===== src/rtl/tlmde_pkg.sv =====
// Shared types, constants and register map of the three-line modulated delay ensemble.
package tlmde_pkg;

  localparam int LINE_DEPTH_DEF = 2048;
  localparam int SINE_DEPTH_DEF = 1024;
  localparam int TAP_COUNT      = 3;
  localparam int TAP_W          = 2;
  localparam logic [TAP_W-1:0] TAP_LAST = TAP_W'(TAP_COUNT - 1);
  localparam int PADDR_W        = 5;
  localparam int PDATA_W        = 32;
  localparam int DEPTH_UNITY    = 32768;
  localparam logic [31:0] PHASE_STEP = 32'h5555_5555;

  localparam logic [24:0] TREMOLO_INC_RST   = 25'd521650;
  localparam logic [24:0] CHORUS_INC_RST    = 25'd51898;
  localparam logic [15:0] TREMOLO_DEPTH_RST = 16'd16384;
  localparam logic [15:0] CHORUS_DEPTH_RST  = 16'd16384;
  localparam logic [19:0] DELAY_CENTER_RST  = 20'd61440;
  localparam logic [19:0] DELAY_VAR_RST     = 20'd24576;
  localparam logic [11:0] LINE_LENGTH_RST   = 12'd2048;
  localparam logic        ENABLE_RST        = 1'b1;

  typedef enum logic [2:0] {
    REG_TREMOLO_INC   = 3'd0,
    REG_CHORUS_INC    = 3'd1,
    REG_TREMOLO_DEPTH = 3'd2,
    REG_CHORUS_DEPTH  = 3'd3,
    REG_DELAY_CENTER  = 3'd4,
    REG_DELAY_VAR     = 3'd5,
    REG_LINE_LENGTH   = 3'd6,
    REG_ENABLE        = 3'd7
  } tlmde_reg_t;

  typedef struct packed {
    logic [24:0] tremolo_increment;
    logic [24:0] chorus_increment;
    logic [15:0] tremolo_depth;
    logic [15:0] chorus_depth;
    logic [19:0] delay_center;
    logic [19:0] delay_variation;
    logic [11:0] line_length;
    logic        ensemble_enable;
  } tlmde_cfg_t;

  typedef enum logic [4:0] {
    ST_CLEAR, ST_IDLE, ST_WRITE, ST_K1, ST_K2, ST_S1, ST_S2, ST_SUM, ST_DL,
    ST_CLAMP, ST_POS, ST_IDX, ST_RD0, ST_RD1, ST_RD2, ST_RD3, ST_COEF, ST_M1,
    ST_ADDB, ST_MT1, ST_ADDC, ST_MT2, ST_FIN, ST_DONE
  } tlmde_state_t;

  typedef enum logic [4:0] {
    OP_NONE, OP_CLEAR, OP_LOAD, OP_WRITE, OP_IDX_TREM, OP_IDX_CHOR,
    OP_SINE_TREM, OP_SINE_CHOR, OP_MOD_SUM, OP_DELAY_MUL, OP_CLAMP, OP_POS,
    OP_INDEX, OP_READ, OP_COEF, OP_MUL_A, OP_ADD_B, OP_MUL_T, OP_ADD_C,
    OP_FIN, OP_OUT
  } tlmde_op_t;

  typedef struct packed {
    tlmde_op_t        op;
    logic [TAP_W-1:0] tap;
  } tlmde_cmd_t;

  typedef struct packed {
    logic clear_last;
  } tlmde_stat_t;

endpackage


===== src/rtl/tlmde_regs.sv =====
// Configuration register file behind the APB-style port.
module tlmde_regs (
  input  logic                            clk,
  input  logic                            rst_n,
  input  logic                            psel,
  input  logic                            penable,
  input  logic                            pwrite,
  input  logic [tlmde_pkg::PADDR_W-1:0]   paddr,
  input  logic [tlmde_pkg::PDATA_W-1:0]   pwdata,
  output logic [tlmde_pkg::PDATA_W-1:0]   prdata,
  output logic                            pready,
  output tlmde_pkg::tlmde_cfg_t           cfg
);

  tlmde_pkg::tlmde_cfg_t cfg_r;
  tlmde_pkg::tlmde_cfg_t cfg_nxt;
  tlmde_pkg::tlmde_reg_t reg_sel;
  logic                  wr_en;

  assign reg_sel = tlmde_pkg::tlmde_reg_t'(paddr[4:2]);
  assign wr_en   = psel && penable && pwrite;
  assign pready  = 1'b1;
  assign cfg     = cfg_r;

  always_comb begin
    cfg_nxt = cfg_r;
    if (wr_en) begin
      unique case (reg_sel)
        tlmde_pkg::REG_TREMOLO_INC:   cfg_nxt.tremolo_increment = pwdata[24:0];
        tlmde_pkg::REG_CHORUS_INC:    cfg_nxt.chorus_increment  = pwdata[24:0];
        tlmde_pkg::REG_TREMOLO_DEPTH: cfg_nxt.tremolo_depth     = pwdata[15:0];
        tlmde_pkg::REG_CHORUS_DEPTH:  cfg_nxt.chorus_depth      = pwdata[15:0];
        tlmde_pkg::REG_DELAY_CENTER:  cfg_nxt.delay_center      = pwdata[19:0];
        tlmde_pkg::REG_DELAY_VAR:     cfg_nxt.delay_variation   = pwdata[19:0];
        tlmde_pkg::REG_LINE_LENGTH:   cfg_nxt.line_length       = pwdata[11:0];
        tlmde_pkg::REG_ENABLE:        cfg_nxt.ensemble_enable   = pwdata[0];
      endcase
    end
  end

  always_comb begin
    unique case (reg_sel)
      tlmde_pkg::REG_TREMOLO_INC:   prdata = 32'(cfg_r.tremolo_increment);
      tlmde_pkg::REG_CHORUS_INC:    prdata = 32'(cfg_r.chorus_increment);
      tlmde_pkg::REG_TREMOLO_DEPTH: prdata = 32'(cfg_r.tremolo_depth);
      tlmde_pkg::REG_CHORUS_DEPTH:  prdata = 32'(cfg_r.chorus_depth);
      tlmde_pkg::REG_DELAY_CENTER:  prdata = 32'(cfg_r.delay_center);
      tlmde_pkg::REG_DELAY_VAR:     prdata = 32'(cfg_r.delay_variation);
      tlmde_pkg::REG_LINE_LENGTH:   prdata = 32'(cfg_r.line_length);
      tlmde_pkg::REG_ENABLE:        prdata = 32'(cfg_r.ensemble_enable);
    endcase
  end

  always_ff @(posedge clk) begin
    if (!rst_n) begin
      cfg_r.tremolo_increment <= tlmde_pkg::TREMOLO_INC_RST;
      cfg_r.chorus_increment  <= tlmde_pkg::CHORUS_INC_RST;
      cfg_r.tremolo_depth     <= tlmde_pkg::TREMOLO_DEPTH_RST;
      cfg_r.chorus_depth      <= tlmde_pkg::CHORUS_DEPTH_RST;
      cfg_r.delay_center      <= tlmde_pkg::DELAY_CENTER_RST;
      cfg_r.delay_variation   <= tlmde_pkg::DELAY_VAR_RST;
      cfg_r.line_length       <= tlmde_pkg::LINE_LENGTH_RST;
      cfg_r.ensemble_enable   <= tlmde_pkg::ENABLE_RST;
    end else begin
      cfg_r <= cfg_nxt;
    end
  end

endmodule


===== config.mk =====
export PLATFORM = sky130hd
export DESIGN_NAME = tlmde_regs
export DESIGN_NICKNAME = d
export VERILOG_FILES = /design/src/rtl/tlmde_pkg.sv /design/src/rtl/tlmde_regs.sv
export SDC_FILE = /design/constraint.sdc
export NUM_CORES = 1
export LEC_CHECK = 0
export BUFFER_PORTS_ARGS = -buffer_cell sky130_fd_sc_hd__clkbuf_2
export CORE_ASPECT_RATIO = 1.4
export CORE_MARGIN = 3
export CORE_UTILIZATION = 40
export CTS_CLUSTER_DIAMETER = 50
export DETAILED_ROUTE_END_ITERATION = 7
export PLACE_DENSITY = 0.8
export SLEW_MARGIN = 40
export SYNTH_ARGS = -nofsm -noshare
export SYNTH_HDL_FRONTEND = slang
export SYNTH_SLANG_ARGS = --single-unit

===== constraint.sdc =====
create_clock -name clk -period 1.3 [get_ports clk]
set_input_delay 0.065 -clock clk [delete_from_list [all_inputs] [get_ports clk]]
set_output_delay 0.065 -clock clk [all_outputs]
set_load 0.02 [all_outputs]

* Word level (Yosys, flattened, before mapping)
Index checks and enable logic that the tools add are counted.
Widths: inputs -> output; s select.
** Cells by class
- Equal/unequal tests :: 7
- Mux-type cells :: 1
- Reductions and logical operators :: 11
** Operators with widths (count)
- $pmux 32 s8 :: 1
- $reduce_and 2->1 :: 8
- $eq 3x3->1 const B :: 4
- $eq 3x2->1 const B :: 2
- $eq 3x1->1 const B :: 1
- $logic_not 3->1 :: 1
- $logic_and 1x1->1 :: 2
** Storage, ports and cells
- Flip-flop bits (word level) :: 135
- Input bits :: 42
- Output and inout bits :: 168

* Longest topological paths before layout
- Depth in word-level cells :: 3
- Depth in mapped cells :: 8
- Gate-level depth less buffers :: 4

* Worst setup path before layout
Ideal clock, no wire load.
- Path type :: input-to-output
- Start :: input port paddr[3] (netlist bit)
- End :: output port prdata[14] (netlist bit)
- Arrival time :: 1235 ps
- Required time :: 1235 ps
- Slack :: 0 ps
- Cell stages on the path :: 6
- Buffers on the path :: 4
- Cells stage by stage :: buf_6 buf_2 buf_2 buf_2 a31oi_1 o22ai_1
** Between the ends
- Cells in the longest elaborated chain, start to end :: 2
- Elaborated cells between the ends (all ways) :: 9
** RTL lines
- start: declaration :: RTL line tlmde_regs.sv:8 : input logic [tlmde_pkg::PADDR_W-1:0] paddr,
- $eq 3x3->1, or another cell as far along :: RTL line tlmde_regs.sv:42 : unique case (reg_sel)
- $pmux 32 s8 * :: RTL line tlmde_regs.sv:42
- end: declaration :: RTL line tlmde_regs.sv:10 : output logic [tlmde_pkg::PDATA_W-1:0] prdata,
Every way passes the cells marked *; elsewhere a longest branch is shown, timed or not. The select of a mux whose other input is x is not followed.

* Final worst setup path
- Start :: register cfg_r, in the netlist cfg[69]
- End :: output port prdata[0] (netlist bit)
** Between the ends
- Cells in the longest elaborated chain, start to end :: 1
** RTL lines
- start: declaration :: RTL line tlmde_regs.sv:15 : tlmde_pkg::tlmde_cfg_t cfg_r;
- start signal: assignment :: RTL line tlmde_regs.sv:65 : cfg_r <= cfg_nxt;
- $pmux 32 s8 :: RTL line tlmde_regs.sv:42
No other way between the ends. The select of a mux whose other input is x is not followed.

==> results.json <==
{
  "drt_iter0_markers": 569,
  "post-route-drc-count": 0,
  "cp_max_fo": 2,
  "rsz0062_at_grt": "true",
  "status": "finished with violations",
  "netlist_area_sq_um": 5900,
  "synth_compound_area_share_pct": 17.0,
  "routed_wl_um": 23700,
  "required_ns": 1.24,
  "start_util_pct": 41.6,
  "drv_slew": 0,
  "ir_drop_v": 0.000947,
  "crit_slowest_cell": "dfxtp_2",
  "yosys.area.top_type": "dfxtp_1",
  "crit_chain": "nor2b_2 > o22ai_2 > a221oi_2 > a31oi_1 > buf_4",
  "cts_max_level": 4,
  "final_net_count": 1003,
  "first_pass_iters": 5,
  "relSlewSlack_pct": 65.5,
  "tightestPinTransition_ns": 0.518,
  "die_y_um": 150,
  "synth_top_family_by_area": "simple AND/OR/NAND/NOR gates",
  "r2r_end": "cfg[32]",
  "synth.distinct_cells": 40,
  "wl_per_cell_um": 20.4,
  "pre_cts_ws_ns": -0.279,
  "finalPower_uw": 10300,
  "grt_pass1_vias": 6413,
  "internal_power_uw": 7820,
  "synth_edf_count": 0,
  "design_area_sq_um": 8880,
  "switching_power_uw": 2520,
  "reg2reg_from": "cfg[32]",
  "synthCells": 686,
  "setup_viol": 21,
  "post-route-util_pct": 62.7,
  "finClkSkew_ns": 0,
  "ys_seq_elements": 135,
  "post-route-min-period_ns": 1.64,
  "violations": "setup timing",
  "place_area_sq_um": 7450,
  "drive_above_1_share_pct": 47.0,
  "vias_per_cell": 5.64,
  "timing.fmax_ghz": 0.608,
  "synth.area.top_cells": "dfxtp_1, nand3_1, o21ai_0, nand2_1, mux2i_1",
  "synth.most_common_cell": "dfxtp_1",
  "power_frac_seq_pct": 40.6,
  "powerDensity_nw_per_um2": 1160,
  "max_cap_viol_count": 0,
  "critPathLaunch": "cfg[69]",
  "clkPwrFrac_pct": 48.5,
  "dieWidth_um": 109,
  "cts_inserted_buffers": 17,
  "holdPathStages": 3,
  "fin_ws_ns": -0.344,
  "fin_crit_sh_pct": 126,
  "rows": 51,
  "clk_path_buf_depth": 2,
  "p_leak_uw": 0.00398,
  "worst_hold_startpoint": "pwdata[6]",
  "grt_pass1_wl_um": 36000,
  "syn_avg_cell_area_sq_um": 8.60,
  "io_pins": 210,
  "diodes": 0,
  "synth_common_cells": "dfxtp_1, nand3_1, o21ai_0",
  "grt_max_degree": 47,
  "dieArea_sq_um": 16300,
  "path_clk_slew_ns": 0.06,
  "r2r_cells": 4,
  "synth_top_cell_area_share_pct": 45.8,
  "synth_xor_area_share_pct": 0,
  "finalHoldViolCount": 0,
  "synth_async_sr_flop_share_pct": 0,
  "hold_path_class": "in2reg",
  "dp_hpwl_um": 16100,
  "netSwitchingFraction_pct": 24.4,
  "cts_tree": "yes",
  "min_to": "cfg[116]",
  "largest_reg_flops": 135,
  "grtUsageTotal_pct": 28.9,
  "antenna_left": 0,
  "cp.arrival_ns": 1.58,
  "gp_congestion": 0.910,
  "antenna_found_initial": 0,
  "route.vias.total": 6528,
  "crit_type": "reg2out",
  "cp-end-kind": "output port",
  "synth_simple_gate_area_share_pct": 22.5,
  "coreArea_sq_um": 14200,
  "clk_latency_ns": 0.41,
  "cts.sinks": 135,
  "synthFlopType": "dfxtp_1",
  "ys_seq_area_share_pct": 45.8,
  "pwr-share-comb_pct": 10.9,
  "startpoint_type": "flip-flop",
  "synthMuxAreaShare_pct": 7.47,
  "cts-root-buf": "clkbuf_16",
  "grt_overflow": 0,
  "r2r_setup_slack_ns": 0.49,
  "synth_warnings": 0,
  "yosys.area_share.adder_pct": 0,
  "area_growth_pct": 50.6,
  "slowest_delay_ns": 0.32,
  "io_buffers": 192
}
## power by group through the flow
stage          combinational [uW]  clock (uW)  sequential [uW]
2_1_floorplan                 482           0             4330
3_3_place_gp                  910           0             4290
3_5_place_dp                  917           0             4290
4_1_cts                      1060        5010             4200
5_1_grt                      1180        5220             4200
6_report                     1120        5020             4200
## area by class of cell
type                            instances  area [sq um]
Sequential cell                       135          2770
Clock inverter                         13           183
Inverter                                7          26.3
Multi-Input combinational cell        477          2960
Tap cell                              185           231
Timing Repair Buffer                  323          2290
Clock buffer                           17           425
Fill cell                            1138          5280
## worst max path at each step
| stage | slack [ns] | end | depth (start not counted) |
|---|---|---|---|
| global route | -0.38 | prdata[12] | 5 |
| floorplan | 0.009 | cfg[86] | 8 |
| detailed placement | -0.28 | prdata[2] | 6 |
| CTS | -0.34 | prdata[3] | 4 |
| global placement | -0.28 | prdata[2] | 6 |
| finish | -0.34 | prdata[0] | 5 |
## metal layers
metal	wire length [um]	share of wire (%)	GRT usage, %	vias to the layer above
met4	1190	5.0	15.4	0
met2	11700	49	49.0	415
met1	8590	36	32.2	3048
li1	-	-	-	2969
met5	0	0	0	-
met3	2200	9.3	8.68	96
## metrics by stage
| stage | hold WS [ns] | instances | TNS, ns |
|---|---|---|---|
| floorplan | 0.189 | 692 | 0 |
| global placement | 0.292 | 1075 | -11.29 |
| detailed placement | 0.293 | 1075 | -14.30 |
| CTS | 0.0702 | 1153 | -5.10 |
| global route | 0.0989 | 1157 | -5.59 |
| finish | 0.0975 | 1157 | -4.82 |
## worst max-delay path, delay by kind of cell (launching register included)
kind / cells / cell delay, ns
buffers and inverters: 1 / 0.19
AO/OA/AOI/OAI: 3 / 0.52
AND/OR/NAND/NOR: 1 / 0.13
flip-flops: 1 / 0.32
## layout by cell type (no fill, tap or decap), types with 4 or more instances in the layout
| cell type | instances |
|---|---|
| or2_1 | 6 |
| buf_6 | 6 |
| a21oi_2 | 4 |
| o22a_1 | 10 |
| a21oi_1 | 5 |
| clkbuf_8 | 9 |
| nand2_2 | 7 |
| clkbuf_16 | 17 |
| nor2_1 | 24 |
| dfxtp_2 | 50 |
| mux4_2 | 4 |
| clkinvlp_4 | 4 |
| nor2b_1 | 5 |
| buf_4 | 99 |
| clkbuf_2 | 169 |
| o21ai_2 | 16 |
| dlygate4sd3_1 | 23 |
| o211ai_1 | 5 |
| nand3_1 | 123 |
| bufinv_16 | 4 |
| nand2b_1 | 4 |
| mux2_2 | 5 |
| o21ai_0 | 77 |
| inv_1 | 7 |
| nand2_1 | 76 |
| dfxtp_1 | 84 |
| buf_8 | 4 |
| conb_1 | 8 |
| o21ai_1 | 16 |
| buf_12 | 10 |
| mux2i_1 | 23 |
| nand3_2 | 12 |
## cells by family (layout without fill, tap and decap cells)
kind of cell / count (synthesis) / after routing
muxes: 38 / 38
other: 2 / 8
DFF: 135 / 135
and+or+nand+nor: 269 / 269
buffers and inverters: 80 / 360
AOI/OAI and AO/OA: 162 / 162
## what timing repair did
action | in CTS | in global routing
hold endpoints to repair | 58 | 0
gates cloned | 0 | 0
endpoints found under the setup margin | 20 | 20
pin swaps | 19 | 16
setup buffers | 27 | 4
resized for setup | 93 | 49
hold buffers | 23 | 0
Note: power is estimated with default switching activity, not from simulation.
