File: config.mk
export PLATFORM = sky130hd
export DESIGN_NAME = tlmde_ctrl
export DESIGN_NICKNAME = d
export VERILOG_FILES = /design/src/rtl/tlmde_pkg.sv /design/src/rtl/tlmde_ctrl.sv
export SDC_FILE = /design/constraint.sdc
export NUM_CORES = 1
export LEC_CHECK = 0
export ABC_AREA = 1
export BUFFER_PORTS_ARGS = -buffer_cell sky130_fd_sc_hd__clkbuf_2
export CAP_MARGIN = 20
export CORE_AREA = 5 5 44 46
export DETAILED_ROUTE_END_ITERATION = 10
export DIE_AREA = 0 0 49 51
export PLACE_DENSITY = 0.72
export SKIP_LAST_GASP = 1
export SYNTH_ARGS = -nofsm -noshare
export SYNTH_HDL_FRONTEND = slang
export SYNTH_SLANG_ARGS = --single-unit
File: constraint.sdc
create_clock -name clk -period 1.95 [get_ports clk]
set_clock_uncertainty 0.1 [all_clocks]
set_input_delay 0.2925 -clock clk [delete_from_list [all_inputs] [get_ports clk]]
set_output_delay 0.2925 -clock clk [all_outputs]
set_load 0.01 [all_outputs]
File: src/rtl/tlmde_pkg.sv
// Shared types, constants and register map of the three-line modulated delay ensemble.
package tlmde_pkg;

  localparam int LINE_DEPTH_DEF = 2048;
  localparam int SINE_DEPTH_DEF = 1024;
  localparam int TAP_COUNT      = 3;
  localparam int TAP_W          = 2;
  localparam logic [TAP_W-1:0] TAP_LAST = TAP_W'(TAP_COUNT - 1);
  localparam int PADDR_W        = 5;
  localparam int PDATA_W        = 32;
  localparam int DEPTH_UNITY    = 32768;
  localparam logic [31:0] PHASE_STEP = 32'h5555_5555;

  localparam logic [24:0] TREMOLO_INC_RST   = 25'd521650;
  localparam logic [24:0] CHORUS_INC_RST    = 25'd51898;
  localparam logic [15:0] TREMOLO_DEPTH_RST = 16'd16384;
  localparam logic [15:0] CHORUS_DEPTH_RST  = 16'd16384;
  localparam logic [19:0] DELAY_CENTER_RST  = 20'd61440;
  localparam logic [19:0] DELAY_VAR_RST     = 20'd24576;
  localparam logic [11:0] LINE_LENGTH_RST   = 12'd2048;
  localparam logic        ENABLE_RST        = 1'b1;

  typedef enum logic [2:0] {
    REG_TREMOLO_INC   = 3'd0,
    REG_CHORUS_INC    = 3'd1,
    REG_TREMOLO_DEPTH = 3'd2,
    REG_CHORUS_DEPTH  = 3'd3,
    REG_DELAY_CENTER  = 3'd4,
    REG_DELAY_VAR     = 3'd5,
    REG_LINE_LENGTH   = 3'd6,
    REG_ENABLE        = 3'd7
  } tlmde_reg_t;

  typedef struct packed {
    logic [24:0] tremolo_increment;
    logic [24:0] chorus_increment;
    logic [15:0] tremolo_depth;
    logic [15:0] chorus_depth;
    logic [19:0] delay_center;
    logic [19:0] delay_variation;
    logic [11:0] line_length;
    logic        ensemble_enable;
  } tlmde_cfg_t;

  typedef enum logic [4:0] {
    ST_CLEAR, ST_IDLE, ST_WRITE, ST_K1, ST_K2, ST_S1, ST_S2, ST_SUM, ST_DL,
    ST_CLAMP, ST_POS, ST_IDX, ST_RD0, ST_RD1, ST_RD2, ST_RD3, ST_COEF, ST_M1,
    ST_ADDB, ST_MT1, ST_ADDC, ST_MT2, ST_FIN, ST_DONE
  } tlmde_state_t;

  typedef enum logic [4:0] {
    OP_NONE, OP_CLEAR, OP_LOAD, OP_WRITE, OP_IDX_TREM, OP_IDX_CHOR,
    OP_SINE_TREM, OP_SINE_CHOR, OP_MOD_SUM, OP_DELAY_MUL, OP_CLAMP, OP_POS,
    OP_INDEX, OP_READ, OP_COEF, OP_MUL_A, OP_ADD_B, OP_MUL_T, OP_ADD_C,
    OP_FIN, OP_OUT
  } tlmde_op_t;

  typedef struct packed {
    tlmde_op_t        op;
    logic [TAP_W-1:0] tap;
  } tlmde_cmd_t;

  typedef struct packed {
    logic clear_last;
  } tlmde_stat_t;

endpackage

File: src/rtl/tlmde_ctrl.sv
// Sequencer that steps the datapath through one item, tap by tap.
module tlmde_ctrl (
  input  logic                   clk,
  input  logic                   rst_n,
  input  logic                   in_valid,
  output logic                   in_ready,
  output logic                   out_valid,
  input  logic                   out_ready,
  input  tlmde_pkg::tlmde_stat_t stat,
  output tlmde_pkg::tlmde_cmd_t  cmd
);

  tlmde_pkg::tlmde_state_t             state_r;
  tlmde_pkg::tlmde_state_t             state_nxt;
  logic [tlmde_pkg::TAP_W-1:0]         tap_r;
  logic [tlmde_pkg::TAP_W-1:0]         tap_nxt;
  logic                                out_valid_r;
  logic                                out_valid_nxt;
  logic                                out_free;

  assign out_free  = !out_valid_r || out_ready;
  assign out_valid = out_valid_r;

  always_comb begin
    state_nxt = state_r;
    unique case (state_r)
      tlmde_pkg::ST_CLEAR: if (stat.clear_last) state_nxt = tlmde_pkg::ST_IDLE;
      tlmde_pkg::ST_IDLE:  if (in_valid) state_nxt = tlmde_pkg::ST_WRITE;
      tlmde_pkg::ST_WRITE: state_nxt = tlmde_pkg::ST_K1;
      tlmde_pkg::ST_K1:    state_nxt = tlmde_pkg::ST_K2;
      tlmde_pkg::ST_K2:    state_nxt = tlmde_pkg::ST_S1;
      tlmde_pkg::ST_S1:    state_nxt = tlmde_pkg::ST_S2;
      tlmde_pkg::ST_S2:    state_nxt = tlmde_pkg::ST_SUM;
      tlmde_pkg::ST_SUM:   state_nxt = tlmde_pkg::ST_DL;
      tlmde_pkg::ST_DL:    state_nxt = tlmde_pkg::ST_CLAMP;
      tlmde_pkg::ST_CLAMP: state_nxt = tlmde_pkg::ST_POS;
      tlmde_pkg::ST_POS:   state_nxt = tlmde_pkg::ST_IDX;
      tlmde_pkg::ST_IDX:   state_nxt = tlmde_pkg::ST_RD0;
      tlmde_pkg::ST_RD0:   state_nxt = tlmde_pkg::ST_RD1;
      tlmde_pkg::ST_RD1:   state_nxt = tlmde_pkg::ST_RD2;
      tlmde_pkg::ST_RD2:   state_nxt = tlmde_pkg::ST_RD3;
      tlmde_pkg::ST_RD3:   state_nxt = tlmde_pkg::ST_COEF;
      tlmde_pkg::ST_COEF:  state_nxt = tlmde_pkg::ST_M1;
      tlmde_pkg::ST_M1:    state_nxt = tlmde_pkg::ST_ADDB;
      tlmde_pkg::ST_ADDB:  state_nxt = tlmde_pkg::ST_MT1;
      tlmde_pkg::ST_MT1:   state_nxt = tlmde_pkg::ST_ADDC;
      tlmde_pkg::ST_ADDC:  state_nxt = tlmde_pkg::ST_MT2;
      tlmde_pkg::ST_MT2:   state_nxt = tlmde_pkg::ST_FIN;
      tlmde_pkg::ST_FIN: begin
        state_nxt = (tap_r == tlmde_pkg::TAP_LAST) ? tlmde_pkg::ST_DONE : tlmde_pkg::ST_K1;
      end
      tlmde_pkg::ST_DONE:  if (out_free) state_nxt = tlmde_pkg::ST_IDLE;
      default:             state_nxt = tlmde_pkg::ST_IDLE;
    endcase
  end

  always_comb begin
    in_ready = (state_r == tlmde_pkg::ST_IDLE);
    cmd.tap  = tap_r;
    unique case (state_r)
      tlmde_pkg::ST_CLEAR: cmd.op = tlmde_pkg::OP_CLEAR;
      tlmde_pkg::ST_IDLE:  cmd.op = in_valid ? tlmde_pkg::OP_LOAD : tlmde_pkg::OP_NONE;
      tlmde_pkg::ST_WRITE: cmd.op = tlmde_pkg::OP_WRITE;
      tlmde_pkg::ST_K1:    cmd.op = tlmde_pkg::OP_IDX_TREM;
      tlmde_pkg::ST_K2:    cmd.op = tlmde_pkg::OP_IDX_CHOR;
      tlmde_pkg::ST_S1:    cmd.op = tlmde_pkg::OP_SINE_TREM;
      tlmde_pkg::ST_S2:    cmd.op = tlmde_pkg::OP_SINE_CHOR;
      tlmde_pkg::ST_SUM:   cmd.op = tlmde_pkg::OP_MOD_SUM;
      tlmde_pkg::ST_DL:    cmd.op = tlmde_pkg::OP_DELAY_MUL;
      tlmde_pkg::ST_CLAMP: cmd.op = tlmde_pkg::OP_CLAMP;
      tlmde_pkg::ST_POS:   cmd.op = tlmde_pkg::OP_POS;
      tlmde_pkg::ST_IDX:   cmd.op = tlmde_pkg::OP_INDEX;
      tlmde_pkg::ST_RD0,
      tlmde_pkg::ST_RD1,
      tlmde_pkg::ST_RD2,
      tlmde_pkg::ST_RD3:   cmd.op = tlmde_pkg::OP_READ;
      tlmde_pkg::ST_COEF:  cmd.op = tlmde_pkg::OP_COEF;
      tlmde_pkg::ST_M1:    cmd.op = tlmde_pkg::OP_MUL_A;
      tlmde_pkg::ST_ADDB:  cmd.op = tlmde_pkg::OP_ADD_B;
      tlmde_pkg::ST_MT1,
      tlmde_pkg::ST_MT2:   cmd.op = tlmde_pkg::OP_MUL_T;
      tlmde_pkg::ST_ADDC:  cmd.op = tlmde_pkg::OP_ADD_C;
      tlmde_pkg::ST_FIN:   cmd.op = tlmde_pkg::OP_FIN;
      tlmde_pkg::ST_DONE:  cmd.op = out_free ? tlmde_pkg::OP_OUT : tlmde_pkg::OP_NONE;
      default:             cmd.op = tlmde_pkg::OP_NONE;
    endcase
  end

  always_comb begin
    tap_nxt = tap_r;
    if (state_r == tlmde_pkg::ST_WRITE) begin
      tap_nxt = '0;
    end else if (state_r == tlmde_pkg::ST_FIN && tap_r != tlmde_pkg::TAP_LAST) begin
      tap_nxt = tap_r + tlmde_pkg::TAP_W'(1);
    end
    if (cmd.op == tlmde_pkg::OP_OUT) begin
      out_valid_nxt = 1'b1;
    end else if (out_ready) begin
      out_valid_nxt = 1'b0;
    end else begin
      out_valid_nxt = out_valid_r;
    end
  end

  always_ff @(posedge clk) begin
    if (!rst_n) begin
      state_r     <= tlmde_pkg::ST_CLEAR;
      tap_r       <= '0;
      out_valid_r <= 1'b0;
    end else begin
      state_r     <= state_nxt;
      tap_r       <= tap_nxt;
      out_valid_r <= out_valid_nxt;
    end
  end

`ifndef NO_ASSERTIONS
  a_one_item: assert property (@(posedge clk) disable iff (!rst_n)
    (in_valid && in_ready) |=> !in_ready)
    else $error("second transfer taken while an item is in flight");
  a_out_free: assert property (@(posedge clk) disable iff (!rst_n)
    (cmd.op == tlmde_pkg::OP_OUT) |-> (!out_valid_r || out_ready))
    else $error("result register overwritten before transfer");
  a_tap_range: assert property (@(posedge clk) disable iff (!rst_n)
    (cmd.op == tlmde_pkg::OP_FIN) |-> (tap_r <= tlmde_pkg::TAP_LAST))
    else $error("tap counter out of range");
  a_rose_done: assert property (@(posedge clk) disable iff (!rst_n)
    $rose(out_valid_r) |-> $past(state_r == tlmde_pkg::ST_DONE))
    else $error("result raised outside the done step");
  a_clear_quiet: assert property (@(posedge clk) disable iff (!rst_n)
    (state_r == tlmde_pkg::ST_CLEAR) |-> (!out_valid_r && !in_ready))
    else $error("activity during store clear");
`endif

endmodule

---- After elaboration in Yosys (flattened, before gate mapping) ----
Index checks and enable logic that the tools add are counted.
cells by class
  add/sub/neg operators ................... 1
  reductions and logical operators ........ 9
  mux-type cells .......................... 10
  equal/unequal tests ..................... 29
  bitwise gates (word level) .............. 1
operator list
  kind                                                             count
  5-bit one-hot mux with 24 select lines                           1
  5-bit one-hot mux with 20 select lines                           1
  5-bit == test, second input constant                             9
  5-bit by 4-bit == test with 1-bit output, second input constant  8
  5-bit two-way mux                                                5
  5-bit by 3-bit == test with 1-bit output, second input constant  4
  5-bit by 2-bit == test with 1-bit output, second input constant  2
  2-bit != test, second input constant                             4
  5-bit by 1-bit == test with 1-bit output, second input constant  1
  5-bit zero test                                                  1
  2-bit OR reduction                                               2
  4-bit OR reduction                                               1
  3-bit AND reduction                                              1
  2-bit by 1-bit adder with 2-bit output, second input constant    1
  2-bit == test, second input constant                             1
  1-bit two-way mux                                                2
  2-bit two-way mux                                                1
  2-bit nonzero test                                               1
  1-bit logical AND                                                1
  1-bit zero test                                                  1
  1-bit logical OR                                                 1
  1-bit inverter                                                   1
word-level totals
  word-level logic and storage cells ...... 53
  bits of input ports ..................... 5
  output and inout port bits .............. 9
  register bits ........................... 8

---- Logic depth before layout (Yosys ltp) ----
Gate-level depths: netlist (run 1).
  word-level depth ........................ 6
  gate-level depth with buffers ........... 11
  depth with buffers taken out ............ 11

---- Least setup slack after synthesis (run 1) ----
OpenSTA, ideal clock, no wires.
  kind .................................... reg-to-output
  start ................................... register state_r[4]
  end ..................................... output port cmd[4] in the netlist's numbering
  cell stages (with the launch flop) ...... 8
  arrival time ............................ 0.987 ns
  path buffers ............................ 1
  setup slack ............................. 0.571 ns
  data required time ...................... 1.558 ns
  cells stage by stage .................... dfxtp_1 inv_1 buf_2 nor3_1 inv_1 o21ai_0 inv_1 nand4_1
RTL lines
  element                 line               text
  start, declared         tlmde_ctrl.sv:13   tlmde_pkg::tlmde_state_t state_r;
  start signal, assigned  tlmde_ctrl.sv:107  state_r <= tlmde_pkg::ST_CLEAR;
  start signal, assigned  tlmde_ctrl.sv:111  state_r <= state_nxt;
  end, declared           tlmde_ctrl.sv:10   output tlmde_pkg::tlmde_cmd_t cmd

==> run_results.csv, run 1 <==
group,metric,value,unit
logic_synthesis,yosysSeqAreaShare,0.209,
cts,clk_latency,250,ps
logic_synthesis,netlist.area_leader.share,0.209,
setup_path,path_max_fanout,9,
cts,clock-sinks,8,
global_routing,grtUsageMet2,0.252,
placement,dp_hpwl,1.51,mm
power,power,0.548,mW
drt,drcViolationCount,0,
placement,gp_congestion,0.896,
hold_path,hold_class,"in -> reg",
sta,layout_worst_path_cycle_share,0.951,
sta,rsz0062_at_grt,"true",
setup_path,slowest_delay,400,ps
finish,fillers,164,
global_routing,grt_pass1_wl,3.16,mm
finish,antennaDiodeCount,0,
power,leakagePower,0.518,nW
finish,post-route-util,0.615,
sta,relSlewSlack,0.786,
run,drv_cap,0,
cts,tritoncts.num_buffers,3,
cts,clk_pin_slew_worst_paths,50,ps
power,p_per_area,606,nW/um2
outcome,status,"finished clean",
sta,min_period,1850,ps
setup_path,crit_family,"buffers and inverters",
sta,final_max_slew_viol_count,0,
global_routing,use_met3,0.0465,
drt,wl_per_cell,11.4,um
cts,cts_max_path_buffers,2,
setup_path,cpMaxStageDelayCell,"dfxtp_1",
setup_path,crit_top_cell,"buf_4",
drt,drt_wl_total,1.90,mm
global_routing,grt_pass1_vias,763,
global_routing,antenna_found_initial,0,
power,p_sw_frac,0.396,
logic_synthesis,synth_nets,137,
setup_path,cp_data_required_time,1560,ps
finish,drive_gt1_frac,0.287,
logic_synthesis,netlist_area,767,um2
floorplanning,start_util,0.521,
setup_path,worstSetupStartpointType,"flip-flop",
setup_path,path_cells,"clkinvlp_4 > buf_4 > buf_4 > o2111ai_1 > clkbuf_2",
global_routing,grt_max_degree,13,
global_routing,grt_util_all_layers,0.156,
floorplanning,dieArea,2500,um2
logic_synthesis,synthArstFlopShare,0,
drt,drt-vias-per-instance,5.20,
floorplanning,core_area,1470,um2
cts,cts-root-buf,"clkbuf_4",
floorplanning,die_y,51,um
drt,drt_iter0_drc,57,
sta,worst_slew_pin_slew,320,ps
global_routing,overflow,0,
drt,dr.pass1.iters,4,
logic_synthesis,synth_most_common_cell,"nand2_1",
logic_synthesis,yosys.area.top_type,"dfxtp_1",
global_routing,use_met1,0.209,
logic_synthesis,synth_area_per_cell,5.85,um2
setup_path,worstSetupPathType,"reg -> out",
floorplanning,die_x,49,um
setup_path,cp.arrival,1460,ps
floorplanning,ios,14,
logic_synthesis,synthCells,131,
finish,final_nets,158,
placement,port_buffers,13,
finish,areaGrowthSynthToFinish,17.9,%
sta,fmax,0.539,GHz
logic_synthesis,ys.flop_type,"dfxtp_1",
logic_synthesis,yosys.cell_types.count,24,
logic_synthesis,synth_edf_count,0,
power,seq_power_share,0.361,
cts,htreeDepth,1,
sta,worst_slack,95.7,ps
power,clkPwrFrac,0.223,
placement,dp_slack,330,ps
setup_path,critical_path_buf_inv_count,4,
power,ir_worst_vdd,0.476,mV
drt,postRouteAntennaNets,0,
global_routing,grt-busiest-layer,"met2",
logic_synthesis,synthTopCellsByArea,"dfxtp_1 (21%), nand2_1 (13%), nand3_1 (12%)",
logic_synthesis,synth_warnings,0,
setup_path,critPathCaptureType,"output port",
sta,hold_viol,0,
sta,whs,207,ps
power,power_frac_comb,0.416,
cts,cts_tree,"done",
logic_synthesis,ys_top_cells_by_count,"nand2_1 (26), inv_1 (22), nand3_1 (19), nor2_1 (15), dfxtp_1 (8)",
logic_synthesis,synth.ff_latch_count,8,
power,netSwitchingPower,0.217,mW
cts,ctsHoldBuffers,0,
power,internal_power,0.331,mW
floorplanning,rows,14,
sta,setup_viol,0,
drt,vias,864,
[per-layer routing]
layer | wire [um] | vias up
met1 | 866 | 363
met5 | 0 | -
li1 | - | 460
met3 | 144 | 2
met2 | 876 | 39
met4 | 8 | 0
[tightest hold or removal path, stage by stage]
cell and delay (ps):
clkbuf_2 130, nand2_1 60, inv_1 40
[registers in the layout (all words and copies together) (netlist names)]
register   cells
tap_r          2
state_r        5
out_valid      1
[logic make-up after synthesis]
| kind of cell | count (synthesis) | share of synthesized area |
|---|---|---|
| xor+xnor | 1 | 0.0114 |
| buf+inv | 32 | 0.170 |
| flops | 8 | 0.209 |
| fa+ha+maj | 1 | 0.0163 |
| simple gates | 77 | 0.483 |
| compound gates | 12 | 0.111 |
[final timing paths]
path,from,endpoint,slack [ps],depth (start not counted)
max,state_r[4],cmd[6],100,5
max reg2reg,state_r[4],state_r[0],410,10
min reg2reg,tap_r[0],tap_r[0],410,2
min,rst_n,state_r[2],210,3
[through the flow]
stage | instances | instance area [um2] | setup TNS [ps]
floorplan | 131 | 767 | 0
global placement | 159 | 847 | 0
detailed placement | 159 | 847 | 0
CTS | 162 | 870 | 0
global route | 166 | 905 | -48.6
finish | 166 | 905 | 0
[cells in the final DEF (no fill, tap or decap), types with 2 or more instances in the layout]
| cell type | Yosys | final |
|---|---|---|
| inv_1 | 22 | 21 |
| clkbuf_4 | 0 | 3 |
| nand2_1 | 26 | 26 |
| a21oi_1 | 5 | 5 |
| clkbuf_2 | 0 | 13 |
| nand3_1 | 19 | 19 |
| dfxtp_1 | 8 | 7 |
| nand3b_1 | 2 | 2 |
| nor2_1 | 15 | 15 |
| nand2_2 | 3 | 3 |
| nor2_2 | 4 | 4 |
| a211oi_2 | 2 | 2 |
| o21ai_0 | 2 | 2 |
| nand4_1 | 3 | 3 |
| nor3_1 | 2 | 2 |
| inv_2 | 7 | 7 |
| buf_4 | 1 | 5 |
| o2111ai_1 | 2 | 2 |
[power by group through the flow]
stage	clock network (mW)	logic [mW]	registers, mW
after global placement	0	0.226	0.200
after CTS	0.129	0.226	0.196
after global routing	0.141	0.256	0.201
final	0.122	0.228	0.198
after floorplan	0	0.169	0.194
after detailed placement	0	0.225	0.199
[cell type report]
class / instances / area [um2] / area share
multi-input combinational: 91 / 477 / 0.527
clock buffer: 3 / 22.5 / 0.0249
sequential: 8 / 161 / 0.178
inverter: 30 / 121 / 0.134
timing repair buffer: 18 / 103 / 0.113
tap: 16 / 20.0 / 0.0221
[timing repair]
| item | CTS | global route |
|---|---|---|
| hold endpoints to repair | 0 | 0 |
| resized for setup | 0 | 2 |
| endpoints found under the setup margin | 0 | 4 |
| buffers inserted | 0 | 4 |
Note: power is estimated with default switching activity, not from simulation.
==> run 2: changes to the inputs <==
clock period = 2.3 ns   (was 1.95 ns; I/O delays follow)
==> run 2 against run 1 <==
  * Sequential power down 16%
  * Worst setup slack gained 240 ps
  * Count of clock-buffer cells in the layout unchanged
  * Critical path type unchanged
  * Critical endpoint unchanged
==> run_results.csv, run 2 (synthesis results as in run 1) <==
group,metric,value,unit
outcome,status,"finished clean",
finish,drive_gt1_frac,0.253,
cts,clock-sinks,8,
finish,areaGrowthSynthToFinish,13.4,%
placement,dp_hpwl,1.51,mm
floorplanning,dieArea,2500,um2
cts,cts_setup_buffers,0,
power,p_per_area,533,nW/um2
global_routing,grt_pass1_vias,763,
floorplanning,ios,14,
drt,drcViolationCount,0,
setup_path,cpMaxStageDelayCell,"dfxtp_1",
drt,drt_wl_total,1.80,mm
global_routing,overflow,0,
floorplanning,rows,14,
power,power_frac_comb,0.415,
setup_path,path_cells,"nand2_2 > clkinv_4 > nand4_1 > o2111ai_1 > clkbuf_2",
cts,clk_pin_slew_worst_paths,50,ps
cts,clk_latency,250,ps
power,leakagePower,0.501,nW
finish,top_register,"state_r",
cts,cts_resized,0,
power,clkPwrFrac,0.226,
sta,setup_viol,0,
drt,drt-vias-per-instance,5.24,
run,drv_cap,0,
drt,dr.pass1.iters,4,
power,ir_worst_vdd,0.406,mV
setup_path,worstSetupPathType,"reg -> out",
sta,worst_slew_pin_slew,344,ps
setup_path,slowest_delay,470,ps
setup_path,path_max_fanout,7,
placement,port_buffers,13,
floorplanning,die_x,49,um
finish,post-route-util,0.591,
finish,final_cell_count_no_fill,162,
setup_path,critPathCaptureType,"output port",
setup_path,cp.arrival,1520,ps
global_routing,grt_util_all_layers,0.156,
placement,dp_slack,627,ps
setup_path,worstSetupStartpointType,"flip-flop",
power,internal_power,0.279,mW
setup_path,r2r_cells,10,
finish,antennaDiodeCount,0,
cts,cts_tree,"done",
hold_path,hold_path_depth,3,
finish,final_nets,154,
power,power,0.464,mW
global_routing,antenna_found_initial,0,
global_routing,grt_max_degree,13,
finish,stdcell_area,870,um2
finish,largest_reg_flops,5,
drt,drt_iter0_drc,38,
setup_path,rrSetupSlack,800,ps
floorplanning,core_area,1470,um2
floorplanning,die_y,51,um
sta,hold_viol,0,
cts,tritoncts.num_buffers,3,
finish,final_common_cell,"nand2_1",
sta,layout_worst_path_cycle_share,0.854,
sta,final_max_slew_viol_count,0,
cts,ctsHoldBuffers,0,
sta,whs,261,ps
placement,gp_congestion,0.896,
floorplanning,start_util,0.521,
power,seq_power_share,0.359,
sta,fmax,0.509,GHz
setup_path,cp_data_required_time,1860,ps
sta,rsz0062_at_grt,"false",
cts,cts_max_path_buffers,2,
sta,worst_slack,335,ps
cts,cts-root-buf,"clkbuf_4",
cts,htreeDepth,1,
drt,postRouteAntennaNets,0,
finish,layout_common_cells,"nand2_1 (26), inv_1 (22), nand3_1 (19)",
drt,vias,849,
sta,tns,0,ps
sta,min_period,1960,ps
hold_path,hold_class,"in -> reg",
sta,relSlewSlack,0.770,
drt,wl_per_cell,11.1,um
placement,placed_cells,159,
power,netSwitchingPower,0.184,mW
placement,placed_cell_area,847,um2
power,p_sw_frac,0.398,
global_routing,grt_pass1_wl,3.16,mm
-- run 2: changes by cell type in the layout (fill, tap and decap cells not counted) --
cell        delta
dfxtp_2        -1
buf_4          -4
inv_1          +1
clkinvlp_4     -1
dfxtp_1        +1
-- run 2: final timing paths --
kind	startpoint	endpoint
worst max register to register	state_r[0]	state_r[0]
worst min register to register	tap_r[0]	tap_r[0]
worst min-delay path	rst_n	state_r[2]
worst max-delay path	state_r[0]	cmd[6]
-- run 2: metal layers --
metal / up-vias / track usage / wire length, um
met4: 0 / 0.0269 / 8
met1: 360 / 0.209 / 859
met3: 2 / 0.0465 / 136
met2: 35 / 0.252 / 798
li1: 452 / - / -
met5: - / 0 / 0
-- run 2: critical path, delay by kind of cell (launching register included) --
family	cells	cell delay, ps
and+or+nand+nor	2	340
buffers and inverters	2	280
DFF	1	470
AOI/OAI and AO/OA	1	170
-- run 2: area by class of cell --
type	count	area (um2)
fill	160	602
multi-input combinational	91	477
sequential	8	160
inverter	30	118
timing repair buffer	14	72.6
clock buffer	3	22.5
tap	16	20.0
-- run 2: power by group through the flow --
stage               logic (mW)  registers (mW)  clock network [mW]
global route             0.216           0.169               0.120
floorplan                0.143           0.165                   0
global placement         0.191           0.169                   0
detailed placement       0.190           0.169                   0
finish                   0.192           0.167               0.105
CTS                      0.192           0.166               0.109
